[config.mk]
export PLATFORM = sky130hd
export DESIGN_NAME = preemptive_priority_scheduler_top
export DESIGN_NICKNAME = d
export VERILOG_FILES = /design/src/design/pps_pkg.sv /design/src/design/pps_ram.sv /design/src/design/preemptive_priority_scheduler_top.sv
export SDC_FILE = /design/constraint.sdc
export NUM_CORES = 2
export LEC_CHECK = 0
export BUFFER_PORTS_ARGS = -buffer_cell sky130_fd_sc_hd__buf_4
export CAP_MARGIN = 10
export CELL_PAD_IN_SITES_DETAIL_PLACEMENT = 0
export CELL_PAD_IN_SITES_GLOBAL_PLACEMENT = 1
export CORE_MARGIN = 1
export CORE_UTILIZATION = 35
export DETAILED_ROUTE_END_ITERATION = 10
export GPL_TIMING_DRIVEN = 0
export PLACE_DENSITY_LB_ADDON = 0.12
export SYNTH_ARGS = -nofsm -noshare
export SYNTH_HDL_FRONTEND = slang
export SYNTH_SLANG_ARGS = --single-unit
[constraint.sdc]
create_clock -name clk -period 6 [get_ports clk]
set_input_delay 0.9 -clock clk [delete_from_list [all_inputs] [get_ports clk]]
set_output_delay 0.9 -clock clk [all_outputs]
set_load 0.02 [all_outputs]
[src/design/pps_pkg.sv]
// pps_pkg: shared sizes and the task table entry layout for the priority scheduler
// no dependencies
`default_nettype none

package pps_pkg;

	// table size and derived index widths
	localparam int MAX_TASKS = 16;
	localparam int SLOT_W    = (MAX_TASKS > 1) ? $clog2(MAX_TASKS) : 1;
	localparam int CNT_W     = $clog2(MAX_TASKS + 1);

	// time fields
	localparam int          TIME_W   = 16;
	localparam logic [15:0] TIME_MAX = 16'hFFFF;

	// item opcodes
	localparam logic OP_LOAD = 1'b0;
	localparam logic OP_TICK = 1'b1;

	// one table entry, kept in the task memory
	typedef struct packed {
		logic [7:0]        pid;
		logic [TIME_W-1:0] arrival;
		logic [TIME_W-1:0] burst;
		logic [7:0]        prio;
		logic [TIME_W-1:0] left;
		logic              started;
		logic [TIME_W-1:0] resp;
	} task_entry_t;

	localparam int ENTRY_W = $bits(task_entry_t);

endpackage

`default_nettype wire

[src/design/pps_ram.sv]
// pps_ram: generic single write, single read port ram with registered read data
// no dependencies
`default_nettype none

module pps_ram #(
	parameter int WIDTH = 8,
	parameter int DEPTH = 16
) (
	input  wire logic                             clk,
	input  wire logic                             we,
	input  wire logic [$clog2(DEPTH)-1:0]         waddr,
	input  wire logic [WIDTH-1:0]                 wdata,
	input  wire logic                             re,
	input  wire logic [$clog2(DEPTH)-1:0]         raddr,
	output logic      [WIDTH-1:0]                 rdata
);

	logic [WIDTH-1:0] mem [DEPTH];

	// write port
	always_ff @(posedge clk) begin
		if (we) begin
			mem[waddr] <= wdata;
		end
	end

	// registered read port
	always_ff @(posedge clk) begin
		if (re) begin
			rdata <= mem[raddr];
		end
	end

endmodule

`default_nettype wire

[src/design/preemptive_priority_scheduler_top.sv]
// preemptive_priority_scheduler_top: task table, ready scan and one-unit dispatch
// depends on pps_pkg and pps_ram
//
//   channel | valid     | stall     | payload
//   --------+-----------+-----------+------------------------------------------
//   request | req_valid | req_stall | opcode pid_in arrival_in burst_in priority_in
//   result  | rsp_valid | rsp_stall | load_error idle slot pid_out ... idle_total
//
// a load writes its entry in its final step; a tick scans the loaded entries, reading one
// table entry per cycle through the memory read port (an empty table skips the scan).
// reset clears counters and control only; the table memory is not cleared.
// a result waits in the output register while the next item is accepted and worked;
// that item holds in its final step until the output register is free.
`default_nettype none

module preemptive_priority_scheduler_top (
	input  wire logic        clk,
	input  wire logic        arst_n,
	input  wire logic        req_valid,
	output logic             req_stall,
	input  wire logic        opcode,
	input  wire logic [7:0]  pid_in,
	input  wire logic [15:0] arrival_in,
	input  wire logic [15:0] burst_in,
	input  wire logic [7:0]  priority_in,
	output logic             rsp_valid,
	input  wire logic        rsp_stall,
	output logic             load_error,
	output logic             idle,
	output logic [3:0]       slot,
	output logic [7:0]       pid_out,
	output logic             new_slice,
	output logic             finished,
	output logic [15:0]      finish_time,
	output logic [15:0]      turnaround,
	output logic [15:0]      waiting,
	output logic [15:0]      response,
	output logic             all_done,
	output logic [15:0]      idle_total
);

	import pps_pkg::*;

	typedef enum logic [3:0] {
		ST_IDLE   = 4'b0001,
		ST_LOAD   = 4'b0010,
		ST_SCAN   = 4'b0100,
		ST_COMMIT = 4'b1000
	} state_t;

	state_t state_q;

	// counters and scheduler status
	logic [CNT_W-1:0]  loaded_q;
	logic [CNT_W-1:0]  completed_q;
	logic [TIME_W-1:0] time_q;
	logic [TIME_W-1:0] idle_cnt_q;
	logic              prev_valid_q;
	logic [SLOT_W-1:0] prev_slot_q;

	// captured load fields
	logic [7:0]        pid_q;
	logic [TIME_W-1:0] arrival_q;
	logic [TIME_W-1:0] burst_q;
	logic [7:0]        prio_q;

	// scan state
	logic [CNT_W-1:0]  scan_q;
	logic              rd_vld_s1;
	logic [SLOT_W-1:0] rd_slot_s1;
	logic              found_q;
	logic [SLOT_W-1:0] best_slot_q;
	task_entry_t       best_q;

	// memory ports
	logic              ram_we;
	logic [SLOT_W-1:0] ram_waddr;
	task_entry_t       ram_wdata;
	logic              ram_re;
	logic [ENTRY_W-1:0] ram_rdata;
	task_entry_t       rd_ent;

	logic out_free;
	logic rsp_set;
	logic req_xfer;
	logic issue;
	logic load_ok;
	logic cand_ready;
	logic cand_better;

	// commit datapath
	logic [TIME_W-1:0] time_inc;
	logic [TIME_W-1:0] idle_inc;
	logic [TIME_W-1:0] left_dec;
	logic [TIME_W-1:0] resp_val;
	logic [TIME_W-1:0] tat;
	logic [TIME_W-1:0] wt;
	logic              done_now;
	logic [CNT_W-1:0]  loaded_nxt;
	logic [CNT_W-1:0]  completed_nxt;
	logic [SLOT_W+3:0] slot_ext;
	task_entry_t       upd_ent;
	task_entry_t       new_ent;

	pps_ram #(
		.WIDTH(ENTRY_W),
		.DEPTH(MAX_TASKS)
	) u_table (
		.clk  (clk),
		.we   (ram_we),
		.waddr(ram_waddr),
		.wdata(ram_wdata),
		.re   (ram_re),
		.raddr(scan_q[SLOT_W-1:0]),
		.rdata(ram_rdata)
	);

	// handshake
	assign req_stall = (state_q != ST_IDLE);
	assign req_xfer  = req_valid && !req_stall;
	assign out_free  = !rsp_valid || !rsp_stall;
	assign rsp_set   = ((state_q == ST_LOAD) || (state_q == ST_COMMIT)) && out_free;

	// scan read issue and candidate compare
	assign issue  = (state_q == ST_SCAN) && (scan_q < loaded_q);
	assign ram_re = issue;
	assign rd_ent = task_entry_t'(ram_rdata);

	assign cand_ready  = (rd_ent.arrival <= time_q) && (rd_ent.left != '0);
	assign cand_better = !found_q || (rd_ent.prio < best_q.prio) ||
		((rd_ent.prio == best_q.prio) && (rd_ent.arrival < best_q.arrival));

	// load entry and update of the chosen entry
	assign load_ok = (loaded_q < CNT_W'(MAX_TASKS)) && (burst_q != '0);

	assign time_inc = (time_q == TIME_MAX) ? time_q : time_q + 16'd1;
	assign idle_inc = (idle_cnt_q == TIME_MAX) ? idle_cnt_q : idle_cnt_q + 16'd1;
	assign left_dec = best_q.left - 16'd1;
	assign resp_val = best_q.started ? best_q.resp : time_q - best_q.arrival;
	assign done_now = (left_dec == '0);
	assign tat      = time_inc - best_q.arrival;
	assign wt       = (tat >= best_q.burst) ? tat - best_q.burst : '0;
	assign slot_ext = {4'b0000, best_slot_q};

	always_comb begin
		new_ent         = '0;
		new_ent.pid     = pid_q;
		new_ent.arrival = arrival_q;
		new_ent.burst   = burst_q;
		new_ent.prio    = prio_q;
		new_ent.left    = burst_q;

		upd_ent         = best_q;
		upd_ent.left    = left_dec;
		upd_ent.started = 1'b1;
		upd_ent.resp    = resp_val;
	end

	// memory write select
	always_comb begin
		ram_we    = 1'b0;
		ram_waddr = loaded_q[SLOT_W-1:0];
		ram_wdata = new_ent;
		if (state_q == ST_LOAD) begin
			ram_we = out_free && load_ok;
		end else if (state_q == ST_COMMIT) begin
			ram_we    = out_free && found_q;
			ram_waddr = best_slot_q;
			ram_wdata = upd_ent;
		end
	end

	assign loaded_nxt    = loaded_q + CNT_W'(1);
	assign completed_nxt = completed_q + CNT_W'(1);

	// control sequencer and counters
	always_ff @(posedge clk or negedge arst_n) begin
		if (!arst_n) begin
			state_q      <= ST_IDLE;
			loaded_q     <= '0;
			completed_q  <= '0;
			time_q       <= '0;
			idle_cnt_q   <= '0;
			prev_valid_q <= 1'b0;
			prev_slot_q  <= '1;
			scan_q       <= '0;
			rd_vld_s1    <= 1'b0;
			found_q      <= 1'b0;
			rsp_valid    <= 1'b0;
		end else begin
			if (rsp_valid && !rsp_stall && !rsp_set) begin
				rsp_valid <= 1'b0;
			end
			unique case (state_q)
				ST_IDLE: begin
					if (req_xfer) begin
						scan_q    <= '0;
						rd_vld_s1 <= 1'b0;
						found_q   <= 1'b0;
						if (opcode == OP_LOAD) begin
							state_q <= ST_LOAD;
						end else if (loaded_q == '0) begin
							state_q <= ST_COMMIT;
						end else begin
							state_q <= ST_SCAN;
						end
					end
				end
				ST_LOAD: begin
					if (out_free) begin
						rsp_valid <= 1'b1;
						if (load_ok) begin
							loaded_q <= loaded_nxt;
						end
						state_q <= ST_IDLE;
					end
				end
				ST_SCAN: begin
					rd_vld_s1 <= issue;
					if (issue) begin
						scan_q <= scan_q + CNT_W'(1);
					end
					if (rd_vld_s1 && cand_ready && cand_better) begin
						found_q <= 1'b1;
					end
					if (!issue && !rd_vld_s1) begin
						state_q <= ST_COMMIT;
					end
				end
				ST_COMMIT: begin
					if (out_free) begin
						rsp_valid <= 1'b1;
						time_q    <= time_inc;
						if (found_q) begin
							prev_valid_q <= 1'b1;
							prev_slot_q  <= best_slot_q;
							if (done_now) begin
								completed_q <= completed_nxt;
							end
						end else begin
							prev_valid_q <= 1'b0;
							idle_cnt_q   <= idle_inc;
						end
						state_q <= ST_IDLE;
					end
				end
				default: begin
					state_q <= ST_IDLE;
				end
			endcase
		end
	end

	// payload capture: load fields, scan pipeline and best candidate
	always_ff @(posedge clk) begin
		if (req_xfer) begin
			pid_q     <= pid_in;
			arrival_q <= arrival_in;
			burst_q   <= burst_in;
			prio_q    <= priority_in;
		end
		rd_slot_s1 <= scan_q[SLOT_W-1:0];
		if ((state_q == ST_SCAN) && rd_vld_s1 && cand_ready && cand_better) begin
			best_q      <= rd_ent;
			best_slot_q <= rd_slot_s1;
		end
	end

	// result register
	always_ff @(posedge clk) begin
		if ((state_q == ST_LOAD) && out_free) begin
			load_error      <= !load_ok;
			idle            <= 1'b0;
			slot            <= '0;
			pid_out         <= '0;
			new_slice       <= 1'b0;
			finished        <= 1'b0;
			finish_time     <= '0;
			turnaround      <= '0;
			waiting         <= '0;
			response        <= '0;
			idle_total      <= idle_cnt_q;
			if (load_ok) begin
				all_done <= (completed_q >= loaded_nxt);
			end else begin
				all_done <= (loaded_q != '0) && (completed_q >= loaded_q);
			end
		end else if ((state_q == ST_COMMIT) && out_free) begin
			load_error      <= 1'b0;
			idle            <= !found_q;
			slot            <= '0;
			pid_out         <= '0;
			new_slice       <= 1'b0;
			finished        <= 1'b0;
			finish_time     <= '0;
			turnaround      <= '0;
			waiting         <= '0;
			response        <= '0;
			idle_total      <= found_q ? idle_cnt_q : idle_inc;
			all_done        <= (loaded_q != '0) && (completed_q >= loaded_q);
			if (found_q) begin
				slot      <= slot_ext[3:0];
				pid_out   <= best_q.pid;
				new_slice <= !prev_valid_q || (prev_slot_q != best_slot_q);
				if (done_now) begin
					finished        <= 1'b1;
					finish_time     <= time_inc;
					turnaround      <= tat;
					waiting         <= wt;
					response        <= resp_val;
					all_done        <= (completed_nxt >= loaded_q);
				end
			end
		end
	end

endmodule

`default_nettype wire
### Yosys cells after proc, flatten, opt, wreduce, memory -nomap -nowiden

Memory sizes are Yosys's and may differ from the RTL's. A register that Yosys moved wholly into a read port is not among the register bits.
Cells that the tools add are included.

* reduce and logical (&&, ||, !) cells: 49
* multiplexer cells: 52
* magnitude comparators: 9
* add/subtract/negate cells: 9
* equal/unequal tests: 14

Operators by type and width (count)
* 2-to-1 mux 16 bit: 15
* 2-to-1 mux 81 bit: 2
* subtractor 16 bit: 3
* adder 16 x 1 -> 16 bit (second input constant): 2
* equality test 16 bit (second input constant): 2
* 2-to-1 mux 4 bit: 8
* nonzero test 16 bit: 2
* 2-to-1 mux 1 bit: 20
* logical AND 1 bit: 19
* >= comparator 16 bit: 1
* less-or-equal comparator 16 bit: 1
* zero test 16 bit: 1
* < comparator 16 bit: 1
* subtractor 16 x 1 -> 16 bit (second input constant): 1
* adder 5 x 1 -> 5 bit (second input constant): 3
* >= comparator 5 bit: 3
* AND reduction 3 bit: 5
* case mux 4 bit (3 select lines): 1
* 2-to-1 mux 5 bit: 2
* case mux 5 bit (2 select lines): 1
* zero test 1 bit: 9
* equality test 8 bit: 1
* < comparator 8 bit: 1
* 2-to-1 mux 8 bit: 1
* 18 further kinds: 28

* bits of input ports: 53
* bits in writable memories: 1296
* output and inout bits: 99
* flip-flop bits (word level): 293
* logic and storage cells: 170
* memories kept: 1

Memories
* u_table.mem: words 16, bits a word 81, read ports 1, clocked after Yosys merged registers in 1, wr ports 1, RTL line pps_ram.sv:18 `logic [WIDTH-1:0] mem [DEPTH];`

### Longest topological paths before layout

* depth after elaboration: 8
* depth in mapped cells: 24

### Cells and area by module

Synthesis repeated with hierarchy kept, for this count alone.

* cell total of the unflattened synthesis: 3611
* area, all modules: 66125.9 sq um

By module, submodules not included
* pps_ram: cells each 2078, area an instance 50863.8 sq um, times used 1
* preemptive_priority_scheduler_top: cells each 1533, area an instance 15262.1 sq um, times used 1

### Worst setup path after synthesis

Ideal clock, no wire load.

* kind: register -> register
* start: register time_q[15]
* end: register best_q[0] (netlist name) (enable)
* cell stages (with the launch flop): 10
* buffers on the path: 1
* arrival time: 5.641 ns
* data required time: 5.471 ns
* setup time: 0.529 ns
* setup slack: -0.170 ns
* clock period less this slack: 6.170 ns
* cell sequence: dfrtp_1 clkbuf_1 inv_1 ha_1 nand4_1 or2_2 or3_1 nor2b_1 a221o_1 nor2_1

* cells in the longest elaborated chain, start to end: 4

Ends and longest elaborated chain
* start, declared: RTL line preemptive_priority_scheduler_top.sv:56 `logic [TIME_W-1:0] time_q;`
* start signal, assigned: RTL line preemptive_priority_scheduler_top.sv:233 `time_q <= time_inc;`
* less-or-equal comparator 16 bit: RTL line preemptive_priority_scheduler_top.sv:129 `assign cand_ready = (rd_ent.arrival <= time_q) && (rd_ent.left != '0);`
* logical AND 1 bit: RTL line preemptive_priority_scheduler_top.sv:129
* logical AND 1 bit (2 in series): RTL line preemptive_priority_scheduler_top.sv:263 `if ((state_q == ST_SCAN) && rd_vld_s1 && cand_ready && cand_better) begin`
* end signal, assigned: RTL line preemptive_priority_scheduler_top.sv:264 `best_q <= rd_ent;`
* end, declared: RTL line preemptive_priority_scheduler_top.sv:73 `task_entry_t best_q;`

No other way between the ends.
A chain may end at the register's enable or synchronous reset.

### Worst setup path after layout

* start: register time_q[2]
* end: register waiting[14]

* cells in the longest elaborated chain, start to end: 7

Ends and longest elaborated chain
* adder 16 x 1 -> 16 bit or equality test 16 bit (tied branches): RTL line preemptive_priority_scheduler_top.sv:136 `assign time_inc = (time_q == TIME_MAX) ? time_q : time_q + 16'd1;`
* 2-to-1 mux 16 bit (*): RTL line preemptive_priority_scheduler_top.sv:136
* via time_inc[9]: RTL line preemptive_priority_scheduler_top.sv:92 `logic [TIME_W-1:0] time_inc;`
* subtractor 16 bit (*): RTL line preemptive_priority_scheduler_top.sv:141 `assign tat = time_inc - best_q.arrival;`
* subtractor 16 bit or >= comparator 16 bit (tied branches): RTL line preemptive_priority_scheduler_top.sv:142 `assign wt = (tat >= best_q.burst) ? tat - best_q.burst : '0;`
* 2-to-1 mux 16 bit (*): RTL line preemptive_priority_scheduler_top.sv:142
* 2-to-1 mux 16 bit (*): RTL line preemptive_priority_scheduler_top.sv:305 `if (done_now) begin`
* 2-to-1 mux 16 bit (*): RTL line preemptive_priority_scheduler_top.sv:301 `if (found_q) begin`
* end signal, assigned: RTL line preemptive_priority_scheduler_top.sv:309 `waiting <= wt;`
* end, declared: RTL line preemptive_priority_scheduler_top.sv:36 `output logic [15:0] waiting,`

Mark *: on every way through the listed nets, which the timed path passes. The rest lies on a longest branch.

==> results.cfg <==
[floorplan]
coreArea_sq_um = 188200
dieWidth_um = 437.8
die-area_sq_um = 191700
rows = 159
die_h_um = 437.8
start_util = 0.3533
io_pins = 152

[setup_path]
path_delay_family = simple AND/OR/NAND/NOR gates
critPathCapture = waiting[14]$_SDFFE_PP0P_
path_max_fanout = 10
r2r_slack_ns = 0.34
start_kind = register
worst-path-buf-inv = 2
critPathLaunch = time_q[2]$_DFFE_PN0P_
end_kind = register
r2r-end = waiting[14]$_SDFFE_PP0P_
cp.arrival_ns = 6.35
crit_slowest_cell = o311ai_0
critPathRequiredTime_ns = 6.69
reg2reg_from = time_q[2]$_DFFE_PN0P_
reg2reg_depth = 17
path_class = register to register
cp.depth = 17
max_stage_delay_ns = 0.77
path_cells = inv_1 > nor3_2 > nand2_1 > nor2_1 > nand4_1 > xnor2_2 > ha_1 > and3_1 > a31oi_1 > a21oi_1 > or3_1 > o311ai_0 > ha_1 > a31o_2 > nand2_1 > clkbuf_4 > o21ai_0

[logic_synthesis]
syn_area_sq_um = 66480
synth_ff_type = edfxtp_1
synth_cell_types = 68
yosysMostFrequentCell = edfxtp_1
syn_nets = 3604
netlist_top_cells_area = edfxtp_1, mux4_2, dfxtp_1
synth_top_area_cell = edfxtp_1
synth-edff-count = 1528
synth_compound_area_frac = 0.03216
synth_top_family_by_area = multiplexers
synth_commonest_cells = edfxtp_1, mux4_2, nand2_1, o21ai_0, ha_1
synth_mux_area_frac = 0.1413
synth_xor_area_frac = 0.01383
synth_seq_area_share = 0.7374
synth_top_area_share = 0.6902
synth_fa_ha_area_frac = 0.02198
yosys_register_bits = 1670
async_flop_share = 0.03533
ys_warn_count = 0
synthCells = 3436
yosys.area_share.simple = 0.03965
syn_avg_cell_area_sq_um = 19.35

[global_route]
antenna_found_initial = 9
grt_max_degree = 60
grt-ovfl-total = 0
grtUsageTotal = 0.2186
grt_pass1_wl_um = 289400
grt_pass1_vias = 35210

[route]
topRoutingLayerUsed = met5
wl_met3_um = 10360
wl_per_cell_um = 31.78
dr.pass1.iters = 9
drtAntennaViolNets = 0
drc_errors = 18
routed_wl_um = 208900
met2_length_um = 100800
drt-met1-wl_um = 92190
route.vias.total = 35120
via_per_inst = 5.342
first_iter_violations = 3740

[flow_run]
cap_violations = 0

[cts]
clock-root-buffer = clkbuf_16
h-tree-depth = 4
cts_tree = yes
clk_latency_ns = 0.82
clk_pin_slew_ns = 0.06
clockBufferDepth = 3
numCtsBuffers = 177
clkSinkCount = 1670

[sta]
fin_crit_sh = 0.9429
fmax_mhz = 176.8
finalSetupViolCount = 0
period_minus_slack_ns = 5.658
hold_violations = 0
fin_skew_ns = 0.02630
drv_slew = 0
tightest_slew_ns = 1.313
max_slew_margin = 0.1247

[placement]
dp_hpwl_um = 145500
portBuffers = 151
gp_congestion = 0.8372

[power_and_ir_drop]
finalPower_mw = 30.92
p_leak_nw = 26.08
powerDensity_nw_per_um2 = 390.2
peakVddDrop_mv = 0.3116

[status]
violations = DRC
status = finished, violations left

[final_layout]
drive_gt1_frac = 0.2601
syn2layout_area_growth_pct = 19.19
nNetsFinal = 4094
final_core_util = 0.4211

[worst_hold_path]
hold_path_class = primary input to asynchronous set/reset pin
## placed cells by master, fill, tap and decap left out, drive strengths merged, types with 37 or more instances in the layout
cell,instances
ha,112
nand2,204
o21ai,124
inv,100
a21oi,64
nor2,96
dfrtp,54
nor3,47
xnor2,76
clkinv,61
mux4,405
clkbuf,335
dfxtp,83
edfxtp,1528
buf,367
a22o,37
nand3,52
## worst register-to-register path: cells and delay by family, from the launching register on
family                     cells  cell delay [ns]
xor gates and xnor gates       1             0.32
DFF                            1             0.60
buffers and inverters          2             0.41
adders and majority gates      2             0.77
and+or+nand+nor                7             1.82
AOI/OAI and AO/OA              5             1.62
## report_power, final
| part | switching (mW) | internal, mW |
|---|---|---|
| registers | 0.205 | 13.8 |
| clock network | 4.59 | 5.98 |
| logic | 3.87 | 2.50 |
## cell type report
type                            count  area, sq um
Buffer                            140        558.0
Antenna cell                        3        7.507
Clock inverter                     84        695.7
Clock buffer                      245         4828
Tap cell                         2495         3122
Inverter                           92        352.8
Timing Repair Buffer              317         3885
Fill cell                       16680       109000
Sequential cell                  1670        49030
Multi-Input combinational cell   1528        16760
## sequential cells by signal (all words and copies together), names as in the netlist, 5 cells and up
signal         count
u_table.mem     1296
best_q            81
u_table.rdata     81
arrival_q         16
burst_q           16
finish_time       16
idle_cnt_q        16
idle_total        16
response          16
time_q            16
turnaround        16
waiting           16
pid_out            8
pid_q              8
prio_q             8
completed_q        5
loaded_q           5
scan_q             5
## cells by family after synthesis
family	Yosys count
xor+xnor	105
compound gates	333
fa+ha+maj	115
simple gates	544
flops	1670
buf+inv	238
mux	431
## through the flow
step                       TNS (ns)  cell area (sq um)  instances  worst slack [ns]  hold slack, ns
after floorplan                   0              66490       3436          0.005948          0.3716
after global placement     -9219.16              70740       6082            -7.230          0.3905
after detailed placement     -14.41              73440       6231            -1.109          0.3895
after CTS                         0              78980       6557           0.01982          0.1658
after global routing      -0.009359              79240       6572         -0.009359          0.2050
final                             0              79240       6574            0.3425          0.1669
## per-layer routing
metal	GRT usage	vias up
met4	0.06271	4
li1	-	14970
met1	0.3074	18890
met5	0	-
met3	0.03068	238
met2	0.3541	1025
## how the worst min path moves through the flow
| stage | slack (ns) | cells past startpoint | start | end |
|---|---|---|---|---|
| 6_report | 0.17 | 1 | arst_n | idle_cnt_q[5]$_DFFE_PN0P_ |
| 3_3_place_gp | 0.39 | 0 | rd_slot_s1[2]$_DFF_P_ | best_slot_q[2]$_DFFE_PP_ |
| 3_5_place_dp | 0.39 | 0 | rd_slot_s1[2]$_DFF_P_ | best_slot_q[2]$_DFFE_PP_ |
| 2_1_floorplan | 0.37 | 0 | scan_q[0]$_DFFE_PN0P_ | rd_slot_s1[0]$_DFF_P_ |
| 4_1_cts | 0.17 | 1 | arst_n | idle_cnt_q[8]$_DFFE_PN0P_ |
| 5_1_grt | 0.21 | 1 | arst_n | idle_cnt_q[7]$_DFFE_PN0P_ |
## timing repair
item,4_1_cts,5_1_grt
pin swaps,0,1
hold buffers,0,0
setup buffers,0,3
resized for setup,10,15
endpoints found under the setup margin,16,15
Note: power is estimated with default switching activity, not from simulation.
